File: config.mk
export PLATFORM = sky130hd
export DESIGN_NAME = ppar_verdict
export DESIGN_NICKNAME = d
export VERILOG_FILES = /design/src/ppar_pkg.sv /design/src/ppar_verdict.sv
export VERILOG_INCLUDE_DIRS = /design/src /design/src/src
export SDC_FILE = /design/constraint.sdc
export NUM_CORES = 1
export LEC_CHECK = 0
export ABC_AREA = 1
export BUFFER_PORTS_ARGS = -buffer_cell sky130_fd_sc_hd__buf_4
export CAP_MARGIN = 10
export CORE_MARGIN = 2
export CORE_UTILIZATION = 30
export CTS_CLUSTER_SIZE = 16
export DETAILED_ROUTE_END_ITERATION = 6
export PLACE_DENSITY_LB_ADDON = 0.3
export SYNTH_ARGS = -nofsm -noshare
export SYNTH_HDL_FRONTEND = slang
export SYNTH_SLANG_ARGS = --single-unit
File: constraint.sdc
create_clock -name clk -period 2.5 [get_ports clk]
set_input_delay 0.25 -clock clk [delete_from_list [all_inputs] [get_ports clk]]
set_output_delay 0.25 -clock clk [all_outputs]
set_load 0.1 [all_outputs]
File: src/peak_to_peak_artifact_rejector_core_assert.svh
// assertion macros shared by the rejector modules
`ifndef PEAK_TO_PEAK_ARTIFACT_REJECTOR_CORE_ASSERT_SVH
`define PEAK_TO_PEAK_ARTIFACT_REJECTOR_CORE_ASSERT_SVH
`ifndef SYNTHESIS
// checked property, masked while reset is asserted
`define PPAR_ASSERT(lbl, prop, msg) \
    lbl: assert property (@(posedge clk) disable iff (!rst_n) prop) else $error(msg);
// checked property, also live during reset
`define PPAR_ASSERT_ALWAYS(lbl, prop, msg) \
    lbl: assert property (@(posedge clk) prop) else $error(msg);
`else
`define PPAR_ASSERT(lbl, prop, msg)
`define PPAR_ASSERT_ALWAYS(lbl, prop, msg)
`endif
`endif

File: src/ppar_pkg.sv
// shared types and constants of the peak-to-peak rejector
package ppar_pkg;

    localparam int CHAN_W     = 9;
    localparam int CLASS_W    = 3;
    localparam int VALUE_W    = 32;
    localparam int THR_W      = 32;
    localparam int MASK_W     = 4;
    localparam int CFG_IDX_W  = 3;
    localparam int S_TDATA_W  = 48;
    localparam int M_TDATA_W  = 16;

    // epoch tags kept with every channel entry
    localparam int TAG_W = 8;
    localparam logic [TAG_W-1:0] TAG_CLEAR = '0;
    localparam logic [TAG_W-1:0] TAG_FIRST = TAG_W'(1);
    localparam logic [TAG_W-1:0] TAG_LAST  = '1;

    // verdict queue
    localparam int OUTQ_DEPTH = 4;
    localparam int OUTQ_PTR_W = 2;
    localparam int OUTQ_CNT_W = 3;

    // channel classes
    localparam logic [CLASS_W-1:0] CLASS_MAG  = 3'd1;
    localparam logic [CLASS_W-1:0] CLASS_GRAD = 3'd2;
    localparam logic [CLASS_W-1:0] CLASS_EEG  = 3'd3;
    localparam logic [CLASS_W-1:0] CLASS_EOG  = 3'd4;

    // register indexes
    localparam logic [CFG_IDX_W-1:0] CFG_THR_MAG   = 3'd0;
    localparam logic [CFG_IDX_W-1:0] CFG_THR_GRAD  = 3'd1;
    localparam logic [CFG_IDX_W-1:0] CFG_THR_EEG   = 3'd2;
    localparam logic [CFG_IDX_W-1:0] CFG_THR_EOG   = 3'd3;
    localparam logic [CFG_IDX_W-1:0] CFG_SCAN_MASK = 3'd4;

    // bits of the scan enable mask
    localparam int MASK_MAG  = 0;
    localparam int MASK_GRAD = 1;
    localparam int MASK_EEG  = 2;
    localparam int MASK_EOG  = 3;

    typedef struct packed {
        logic [THR_W-1:0]  thr_mag;
        logic [THR_W-1:0]  thr_grad;
        logic [THR_W-1:0]  thr_eeg;
        logic [THR_W-1:0]  thr_eog;
        logic [MASK_W-1:0] scan_mask;
    } ppar_cfg_t;

    // one sample after its min/max update, on its way to the verdict logic
    typedef struct packed {
        logic               valid;
        logic               last;
        logic               scan;
        logic [CHAN_W-1:0]  chan;
        logic [THR_W-1:0]   limit;
        logic [VALUE_W-1:0] lo;
        logic [VALUE_W-1:0] hi;
    } ppar_item_t;

    typedef struct packed {
        logic [CHAN_W-1:0] chan;
        logic              reject;
    } ppar_verdict_t;

endpackage

File: src/ppar_verdict.sv
// peak-to-peak test, sticky reject state and verdict queue
`include "peak_to_peak_artifact_rejector_core_assert.svh"
module ppar_verdict (
    input  logic                            clk,
    input  logic                            rst_n,
    input  ppar_pkg::ppar_item_t            item,
    output logic [ppar_pkg::OUTQ_CNT_W-1:0] outq_count,
    output logic                            out_valid,
    input  logic                            out_ready,
    output ppar_pkg::ppar_verdict_t         out_data
);
    import ppar_pkg::*;

    logic [VALUE_W:0]      diff;
    logic                  exceed;
    logic                  sticky_now;
    logic [CHAN_W-1:0]     first_now;
    logic                  push;
    logic                  pop;
    ppar_verdict_t         push_data;

    logic                  sticky_reg;
    logic [CHAN_W-1:0]     first_reg;
    ppar_verdict_t         outq_mem [OUTQ_DEPTH];
    logic [OUTQ_PTR_W-1:0] wr_ptr_reg;
    logic [OUTQ_PTR_W-1:0] rd_ptr_reg;
    logic [OUTQ_CNT_W-1:0] outq_count_reg;

    // max is never below min, so the difference is non-negative
    assign diff   = {item.hi[VALUE_W-1], item.hi} - {item.lo[VALUE_W-1], item.lo};
    assign exceed = item.valid && item.scan && (diff > (VALUE_W + 1)'(item.limit));

    assign sticky_now = sticky_reg | exceed;
    assign first_now  = (exceed && (!sticky_reg || (item.chan < first_reg)))
                      ? item.chan : first_reg;

    assign push             = item.valid && item.last;
    assign pop              = out_valid && out_ready;
    assign push_data.reject = sticky_now;
    assign push_data.chan   = sticky_now ? first_now : '0;

    always_ff @(posedge clk)
    begin
        if (push)
        begin
            outq_mem[wr_ptr_reg] <= push_data;
        end
    end

    always_ff @(posedge clk or negedge rst_n)
    begin
        if (!rst_n)
        begin
            sticky_reg     <= 1'b0;
            first_reg      <= '0;
            wr_ptr_reg     <= '0;
            rd_ptr_reg     <= '0;
            outq_count_reg <= '0;
        end
        else
        begin
            if (push)
            begin
                sticky_reg <= 1'b0;
                first_reg  <= '0;
                wr_ptr_reg <= wr_ptr_reg + OUTQ_PTR_W'(1);
            end
            else if (item.valid)
            begin
                sticky_reg <= sticky_now;
                first_reg  <= first_now;
            end
            if (pop)
            begin
                rd_ptr_reg <= rd_ptr_reg + OUTQ_PTR_W'(1);
            end
            if (push && !pop)
            begin
                outq_count_reg <= outq_count_reg + OUTQ_CNT_W'(1);
            end
            else if (pop && !push)
            begin
                outq_count_reg <= outq_count_reg - OUTQ_CNT_W'(1);
            end
        end
    end

    assign out_valid  = (outq_count_reg != '0);
    assign out_data   = outq_mem[rd_ptr_reg];
    assign outq_count = outq_count_reg;

    `PPAR_ASSERT(a_outq_no_overflow, (push && !pop) |-> (outq_count_reg < OUTQ_CNT_W'(OUTQ_DEPTH)), "verdict queue overflow")
    `PPAR_ASSERT(a_clean_verdict_zero, (out_valid && !out_data.reject) |-> (out_data.chan == '0), "clean verdict carries a channel")
    `PPAR_ASSERT(a_epoch_state_cleared, push |=> (!sticky_reg && (first_reg == '0)), "reject state not cleared at epoch end")

endmodule

==> impl_metrics.py, run 1 <==
metrics = {
    "cells_and_area": {
        "largest_reg_flops": 40,
        "drive_above_1_share_pct": 36.5,
        "syn_to_final_growth_pct": 51.0,
        "fin_area_um2": 8050,
        "diodes": 0,
        "instances_no_fill": 1182,
        "layout.nets": 1143,
    },
    "yosys": {
        "ys.flop_type": "edfxtp_1",
        "netlist_instances": 695,
        "yosysMostFrequentCell": "inv_1",
        "async_reset_ff_share_pct": 29.8,
        "synth.avg_cell_area_um2": 7.67,
        "synth_cell_types": 47,
        "yosysTopAreaCell": "edfxtp_1",
        "ys_ff_latch": 57,
        "syn_area_um2": 5330,
        "synth_common_cells": "inv_1, nand2_1, ha_1, nor2_1, a21oi_1",
        "synth_fp_nets": 885,
        "ys_seq_area_share_pct": 30.5,
        "synth_edf_count": 40,
        "synth_area_leaders": "edfxtp_1, ha_1, inv_1, dfrtp_1, nand2_1",
        "netlist.area_leader.share_pct": 22.5,
        "yosysWarnings": 0,
    },
    "clock_tree": {
        "clk_pin_slew_ps": 50,
        "cts_max_path_buffers": 2,
        "cts_buffers": 9,
        "cts_sinks": 57,
        "cts_tree": "built",
        "cts_root_buffer": "clkbuf_16",
        "cts_max_level": 3,
        "clk_latency_ps": 320,
    },
    "floorplan": {
        "start_util_pct": 30.7,
        "core-area_um2": 17400,
        "dieArea_um2": 18900,
        "io-pin-count": 125,
        "rows": 48,
        "die_w_um": 137,
        "die_h_um": 137,
    },
    "min_path": {
        "min_path_cells": 3,
        "hold_path_startpoint": "out_ready",
        "min_path_type": "in2reg",
        "hold_end": "rd_ptr_reg[0]$_DFFE_PN0P_",
    },
    "setup_path": {
        "arrival_ps": 3770,
        "reg2reg_slack_ps": 330,
        "cp_common_cell": "nand2_1",
        "cpMaxStageDelayCell": "fa_2",
        "crit_fanout": 6,
        "reg2reg_depth": 10,
        "startpoint_type": "input pin",
        "path_buf_inv": 4,
        "r2r-end": "outq_mem[0][1]$_DFFE_PP_",
        "critical-path-top-delay-family": "simple AND/OR/NAND/NOR gates",
        "path_class": "in2reg",
        "rr_startpoint": "first_reg[4]$_DFFE_PN0P_",
        "cpPeakStageDelay_ps": 330,
        "critPathCaptureType": "flip-flop",
        "worst_ep_required_time_ps": 2570,
    },
    "timing": {
        "period_share_pct": 148,
        "hold_ws_ps": 180,
        "drv_slew": 0,
        "fin_crit_ps": 3690,
        "rsz0062_at_grt": "yes",
        "finalSetupViolations": 50,
        "worst_clock_skew_ps": 5.02,
        "fin_ws_ps": -1190,
        "worstMarginPinSlew_ps": 596,
        "finalHoldViolCount": 0,
        "max_clock_freq_mhz": 271,
        "maxSlewHeadroom_pct": 60.2,
    },
    "outcome": {
        "status": "complete, but fails checks",
        "violations": "negative setup slack",
    },
    "route": {
        "vias": 5260,
        "drc_errors": 0,
        "drt-wirelength-per-cell_um": 12.4,
        "totalWireLength_um": 14600,
        "drtIter0Drc": 171,
        "viasPerCell": 4.45,
        "drtAntennaViolNets": 0,
        "drt_pass1_iterations": 4,
    },
    "placement": {
        "portBuffers": 124,
        "place_congestion": 0.839,
        "placed_cell_area_um2": 7530,
        "dp_hpwl_um": 12200,
        "place_ws_ps": -1690,
        "dp_cells": 1157,
    },
    "run": {
        "cap_violations": 0,
    },
    "grt": {
        "grt-ovfl-total": 0,
        "antenna_found_initial": 0,
        "grt_usage_pct": 16.3,
        "grt_pass1_vias": 5353,
        "grt_pass1_wl_um": 24100,
        "grt_max_degree": 22,
    },
    "pwr": {
        "ir_drop_v": 0.000807,
        "p_total_mw": 6.22,
        "p_leak_nw": 4.15,
        "p_per_area_nw_per_um2": 773,
    },
}
stage by stage:
stage,setup TNS [ps],utilization (%)
after floorplan,-65160,-
after global placement,-79540,43.4
after detailed placement,-82000,43.4
after CTS,-57720,46.2
after global routing,-73540,46.4
final,-57310,46.4
worst min-delay path, cell delays in order:
cell and delay, ps:
buf_4 80, a21oi_1 50, nor2_1 70
logic make-up after synthesis:
family          Yosys count  synth area share, %
simple gates            237                 19.3
buf+inv                 150                 10.7
compound gates          138                 14.9
fa+ha+maj                79                 18.8
flops                    57                 30.5
xor+xnor                 33                 5.56
mux                       1                0.211
metal layers:
layer | GRT usage (%) | part of all wire, % | up-vias
li1 | - | - | 2809
met1 | 19.9 | 44 | 2330
met2 | 29.7 | 50 | 104
met3 | 1.99 | 4.2 | 17
met4 | 4.87 | 1.9 | 0
met5 | 0 | 0 | -
area by class of cell:
cell class                 instances  area (um2)
multi-input combinational        489        3360
inverter                         141         537
fill                            1705        9300
clock buffer                      11         233
sequential                        57        1630
tap                              225         282
timing repair buffer             255        1970
clock inverter                     4        45.0
repair_timing:
action                                 4_1_cts  5_1_grt
resized for setup                           31        7
endpoints found under the hold margin       17        0
hold buffers                                 1        0
gates cloned                                 1        0
setup endpoints to repair                   50       50
pin swaps                                   30       13
setup buffers                                7        1
placed cells by master, fill, tap and decap left out, drive strengths merged, types with 3 or more instances in the layout:
cell type,synthesis,routed
o21ai,49,49
o22ai,10,10
inv,140,140
nand4,14,14
nor2,77,77
a21o,4,4
nand2,121,121
dfrtp,17,17
nand3,11,12
edfxtp,40,40
clkinv,1,4
a21oi,58,58
buf,3,254
a21boi,5,5
nor4,3,3
xnor2,13,13
nor3,8,8
a31oi,3,3
xor2,20,20
ha,77,77
clkbuf,6,11
worst max-delay path by stage:
stage,from,to,slack (ps),cells past startpoint
6_report,item[0],outq_mem[0][5]$_DFFE_PP_,-1190,34
5_1_grt,item[0],outq_mem[0][6]$_DFFE_PP_,-1510,34
4_1_cts,item[0],outq_mem[3][4]$_DFFE_PP_,-1190,34
3_5_place_dp,item[0],outq_mem[2][1]$_DFFE_PP_,-1690,32
3_3_place_gp,item[0],outq_mem[0][4]$_DFFE_PP_,-1620,31
2_1_floorplan,item[0],outq_mem[0][1]$_DFFE_PP_,-1340,32
power by group:
group | internal [mW] | switching, mW | leakage [nW]
Sequential | 1.23 | 0.0809 | 0.578
Combinational | 1.29 | 2.47 | 3.43
Clock | 0.758 | 0.386 | 0.139
Note: power is estimated with default switching activity, not from simulation.
==> inputs of run 2 (changes only) <==
--- a/config.mk
+++ b/config.mk
@@ -14,6 +14,8 @@
 export CTS_CLUSTER_SIZE = 16
 export DETAILED_ROUTE_END_ITERATION = 6
 export PLACE_DENSITY_LB_ADDON = 0.3
+export RECOVER_POWER = 100
+export SLEW_MARGIN = 15
 export SYNTH_ARGS = -nofsm -noshare
 export SYNTH_HDL_FRONTEND = slang
 export SYNTH_SLANG_ARGS = --single-unit
==> run 2 against run 1 <==
Setup slack about the same. Die area unchanged. Clock skew down 0.61 ps. Critical path depth unchanged. Final cell count unchanged. Critical path type unchanged. The run still ends with negative setup slack left.
==> impl_metrics.py, run 2 (synthesis gave the netlist of run 1 again) <==
metrics = {
    "outcome": {
        "status": "complete, but fails checks",
        "violations": "negative setup slack",
    },
    "cells_and_area": {
        "final_core_util_pct": 46.0,
        "drive_above_1_share_pct": 35.4,
        "syn_to_final_growth_pct": 49.9,
        "largest_reg_flops": 40,
        "final_cell_mix": "buf_4, inv_1, nand2_1",
        "instances_no_fill": 1182,
        "final_common_cell": "buf_4",
        "layout.nets": 1143,
        "diodes": 0,
    },
    "route": {
        "drc_errors": 0,
        "vias": 5252,
        "viasPerCell": 4.44,
        "drtIter0Drc": 199,
        "drt_pass1_iterations": 4,
        "drt-wirelength-per-cell_um": 12.4,
        "totalWireLength_um": 14700,
        "drtAntennaViolNets": 0,
    },
    "setup_path": {
        "reg2reg_slack_ps": 330,
        "rr_startpoint": "first_reg[4]$_DFFE_PN0P_",
        "startpoint_type": "input pin",
        "crit_fanout": 6,
        "r2r-end": "outq_mem[0][1]$_DFFE_PP_",
        "critPathCaptureType": "flip-flop",
        "arrival_ps": 3770,
        "worst_ep_required_time_ps": 2570,
        "path_class": "in2reg",
        "cpPeakStageDelay_ps": 330,
        "cpMaxStageDelayCell": "fa_2",
        "reg2reg_depth": 10,
        "cp_common_cell": "nand2_1",
    },
    "min_path": {
        "min_path_cells": 3,
        "min_path_type": "in2reg",
        "hold_end": "rd_ptr_reg[0]$_DFFE_PN0P_",
        "hold_path_startpoint": "out_ready",
    },
    "pwr": {
        "p_per_area_nw_per_um2": 764,
        "p_leak_nw": 4.11,
        "p_total_mw": 6.11,
        "ir_drop_v": 0.000770,
    },
    "floorplan": {
        "dieArea_um2": 18900,
        "die_h_um": 137,
        "die_w_um": 137,
        "core-area_um2": 17400,
        "start_util_pct": 30.7,
        "rows": 48,
        "io-pin-count": 125,
    },
    "clock_tree": {
        "cts_tree": "built",
        "clk_pin_slew_ps": 50,
        "cts_sinks": 57,
        "clk_latency_ps": 320,
        "cts_max_path_buffers": 2,
        "cts_root_buffer": "clkbuf_16",
        "cts_buffers": 9,
        "cts_max_level": 3,
    },
    "grt": {
        "antenna_found_initial": 0,
        "grt_pass1_wl_um": 24100,
        "grt_usage_pct": 16.3,
        "grt_pass1_vias": 5353,
        "grt_max_degree": 22,
        "grt-ovfl-total": 0,
    },
    "run": {
        "cap_violations": 0,
    },
    "placement": {
        "place_congestion": 0.839,
        "dp_hpwl_um": 12200,
        "portBuffers": 124,
        "dp_cells": 1157,
        "place_ws_ps": -1690,
    },
    "timing": {
        "fin_ws_ps": -1190,
        "drv_slew": 0,
        "maxSlewHeadroom_pct": 21.8,
        "fin_crit_ps": 3690,
        "finalSetupViolations": 50,
        "finalHoldViolCount": 0,
        "worstMarginPinSlew_ps": 1180,
        "period_share_pct": 148,
        "max_clock_freq_mhz": 271,
        "worst_clock_skew_ps": 4.41,
        "rsz0062_at_grt": "yes",
    },
}
## run 2: stage by stage
stage | TNS (ps) | hold WS, ps | cell area [um2]
2_1_floorplan | -65160 | -45.6 | 5430
3_3_place_gp | -79540 | 134 | 7530
3_5_place_dp | -82000 | 136 | 7530
4_1_cts | -57720 | 176 | 8020
5_1_grt | -73540 | 209 | 7990
6_report | -57320 | 184 | 7990
## run 2: how the worst max path moves through the flow
stage | cells past startpoint | slack [ps] | to | from
6_report | 34 | -1190 | outq_mem[0][5]$_DFFE_PP_ | item[0]
5_1_grt | 34 | -1510 | outq_mem[0][6]$_DFFE_PP_ | item[0]
4_1_cts | 34 | -1190 | outq_mem[3][4]$_DFFE_PP_ | item[0]
3_5_place_dp | 32 | -1690 | outq_mem[2][1]$_DFFE_PP_ | item[0]
3_3_place_gp | 31 | -1620 | outq_mem[0][4]$_DFFE_PP_ | item[0]
2_1_floorplan | 32 | -1340 | outq_mem[0][1]$_DFFE_PP_ | item[0]
## run 2: timing repair
action,4_1_cts,5_1_grt
endpoints found under the hold margin,17,0
endpoints found under the setup margin,50,50
pin swaps,30,13
setup buffers,7,1
gates resized for setup,31,7
hold buffers,1,0
gates cloned,1,0
## run 2: cell type report
class	count	area, um2
inverter	141	537
sequential	57	1630
fill	1728	9360
tap	225	282
clock buffer	11	233
multi-input combinational	489	3360
timing repair buffer	255	1910
clock inverter	4	45.0
## run 2: power by group
group / total (mW) / leakage [nW] / internal (mW) / switching (mW)
Combinational: 3.65 / 3.39 / 1.18 / 2.47
Sequential: 1.31 / 0.579 / 1.23 / 0.0804
Clock: 1.14 / 0.139 / 0.757 / 0.385
## run 2: layer usage
metal | vias up | track usage [%] | part of all wire (%)
met5 | - | 0 | 0
met4 | 0 | 4.87 | 1.9
met3 | 17 | 1.99 | 4.1
met2 | 104 | 29.7 | 50
met1 | 2321 | 19.9 | 44
li1 | 2810 | - | -
## run 2: critical path, delay by kind of cell
kind                       cells  cell delay [ps]
xor gates and xnor gates       1              120
buffers and inverters          4              390
and+or+nand+nor               21             1680
adders and majority gates      3              780
AOI/OAI and AO/OA              5              530
==> inputs of run 3 (changes only) <==
--- a/config.mk
+++ b/config.mk
@@ -15,6 +15,7 @@
 export DETAILED_ROUTE_END_ITERATION = 6
 export PLACE_DENSITY_LB_ADDON = 0.3
 export RECOVER_POWER = 100
+export REMOVE_ABC_BUFFERS = 1
 export SLEW_MARGIN = 15
 export SYNTH_ARGS = -nofsm -noshare
 export SYNTH_HDL_FRONTEND = slang
==> run 3 against run 2 <==
The run still ends with negative setup slack left. Clock skew is 1.2 ps higher. Worst hold slack better by 23 ps. Core utilization is 0.25 points lower. Sequential power hardly changed. Final cell count is 0.59% lower. Setup slack worse by 32 ps. Via count is 1.4% higher. First-iteration DRC count is 16% higher. Critical endpoint is now outq_mem[2][4]$_DFFE_PP_. Power is 0.76% higher. Combinational power hardly changed.
==> impl_metrics.py, run 3 (synthesis gave the netlist of run 1 again) <==
metrics = {
    "clock_tree": {
        "cts_max_level": 3,
        "cts_sinks": 57,
        "cts_root_buffer": "clkbuf_16",
        "cts_max_path_buffers": 2,
        "clk_pin_slew_ps": 50,
        "cts_buffers": 9,
        "clk_latency_ps": 330,
        "cts_tree": "built",
    },
    "timing": {
        "finalSetupViolations": 50,
        "rsz0062_at_grt": "yes",
        "fin_crit_ps": 3720,
        "max_clock_freq_mhz": 269,
        "finalHoldViolCount": 0,
        "worstMarginPinSlew_ps": 1170,
        "worst_clock_skew_ps": 5.60,
        "maxSlewHeadroom_pct": 22.4,
        "drv_slew": 0,
        "tns_ps": -59620,
        "fin_ws_ps": -1220,
        "period_share_pct": 149,
        "hold_ws_ps": 207,
    },
    "pwr": {
        "ir_drop_v": 0.00104,
        "p_sw_mw": 2.96,
        "clockPowerShare_pct": 19.0,
        "pwr-share-comb_pct": 59.3,
        "p_seq_share_pct": 21.7,
        "p_per_area_nw_per_um2": 774,
        "internal-power_mw": 3.19,
        "switching_share_pct": 48.2,
        "p_leak_nw": 4.08,
    },
    "floorplan": {
        "core-area_um2": 17400,
        "die_w_um": 137,
        "rows": 48,
        "io-pin-count": 125,
        "dieArea_um2": 18900,
        "start_util_pct": 30.7,
        "die_h_um": 137,
    },
    "outcome": {
        "violations": "negative setup slack",
        "status": "complete, but fails checks",
    },
    "setup_path": {
        "worst_ep_required_time_ps": 2570,
        "cpPeakStageDelay_ps": 330,
        "crit_fanout": 7,
        "cpMaxStageDelayCell": "fa_2",
        "arrival_ps": 3800,
        "startpoint_type": "input pin",
        "path_class": "in2reg",
        "cp_common_cell": "nand2_1",
        "reg2reg_slack_ps": 290,
        "r2r-end": "outq_mem[1][1]$_DFFE_PP_",
        "critPathCaptureType": "flip-flop",
        "rr_startpoint": "first_reg[7]$_DFFE_PN0P_",
        "reg2reg_depth": 11,
    },
    "min_path": {
        "min_path_type": "in2reg",
        "hold_end": "rd_ptr_reg[0]$_DFFE_PN0P_",
        "min_path_cells": 3,
        "hold_path_startpoint": "out_ready",
    },
    "run": {
        "cap_violations": 0,
    },
    "placement": {
        "place_congestion": 0.894,
        "dp_hpwl_um": 12300,
        "portBuffers": 124,
    },
    "route": {
        "drt-wirelength-per-cell_um": 13.0,
        "drtIter0Drc": 230,
        "drc_errors": 0,
        "viasPerCell": 4.53,
        "drt_pass1_iterations": 5,
        "vias": 5325,
        "totalWireLength_um": 15200,
        "drtAntennaViolNets": 0,
    },
    "grt": {
        "grt_usage_pct": 16.5,
        "grt-ovfl-total": 0,
        "grt_pass1_vias": 5249,
        "grt_max_degree": 22,
        "antenna_found_initial": 0,
        "grt_pass1_wl_um": 24400,
    },
    "cells_and_area": {
        "layout.nets": 1136,
        "largest_reg_flops": 40,
        "drive_above_1_share_pct": 34.0,
        "final_common_cell": "buf_4",
        "num-fill-cells": 1695,
        "diodes": 0,
        "final_cell_mix": "buf_4, inv_1, nand2_1",
        "syn_to_final_growth_pct": 49.1,
    },
}
-- run 3: layout make-up --
| cell class | instances | area (um2) | area share, % |
|---|---|---|---|
| clock buffers | 11 | 243 | 3.05 |
| flip-flops and latches | 57 | 1630 | 20.5 |
| multi-input cells | 489 | 3370 | 42.4 |
| repair buffers | 248 | 1850 | 23.2 |
| inverters | 141 | 534 | 6.72 |
| well taps | 225 | 282 | 3.54 |
| clock inverters | 4 | 43.8 | 0.551 |
-- run 3: worst max path at each step --
stage | start | endpoint | slack (ps) | depth (start not counted)
floorplan | item[0] | outq_mem[0][1]$_DFFE_PP_ | -1770 | 29
global placement | item[0] | outq_mem[0][4]$_DFFE_PP_ | -1740 | 31
detailed placement | item[0] | outq_mem[0][1]$_DFFE_PP_ | -1880 | 32
CTS | item[0] | outq_mem[3][3]$_DFFE_PP_ | -1300 | 31
global route | item[0] | outq_mem[1][2]$_DFFE_PP_ | -1500 | 32
finish | item[0] | outq_mem[2][4]$_DFFE_PP_ | -1220 | 31
-- run 3: through the flow --
step                worst slack (ps)  cell area (um2)  instances  power (mW)  util (%)
floorplan                      -1770             5290        686        3.73         -
global placement               -1740             7330       1146        4.86      42.3
detailed placement             -1880             7330       1146        4.88      42.3
CTS                            -1300             7840       1168        6.20      45.2
global route                   -1500             7950       1175        6.56      45.8
finish                         -1220             7950       1175        6.15      45.8
-- run 3: power by group through the flow --
| stage | registers [mW] | clock network, mW | logic [mW] |
|---|---|---|---|
| 2_1_floorplan | 1.53 | 0 | 2.20 |
| 3_3_place_gp | 1.34 | 0 | 3.52 |
| 3_5_place_dp | 1.35 | 0 | 3.54 |
| 4_1_cts | 1.33 | 1.18 | 3.69 |
| 5_1_grt | 1.35 | 1.22 | 3.98 |
| 6_report | 1.33 | 1.17 | 3.65 |
-- run 3: worst max-delay path, delay by kind of cell --
family | cells | cell delay, ps
AND/OR/NAND/NOR | 16 | 1320
adder cells (fa/ha/maj) | 3 | 760
AO/OA/AOI/OAI | 6 | 740
buffers and inverters | 5 | 550
XOR/XNOR | 1 | 160
-- run 3: routing by layer --
layer,GRT usage (%),wire length (um),up-vias,share of wire (%)
met4,3.78,226,0,1.5
met2,30.3,7590,124,50
met5,0,0,-,0
li1,-,-,2792,-
met1,20.1,6750,2394,44
met3,2.83,666,15,4.4
-- run 3: what timing repair did --
action | CTS | global route
buffers inserted | 4 | 7
hold endpoints to repair | 17 | 0
pin swaps | 20 | 21
gates resized for setup | 48 | 26
cloned | 2 | 0
hold buffers | 1 | 0
setup endpoints to repair | 50 | 50
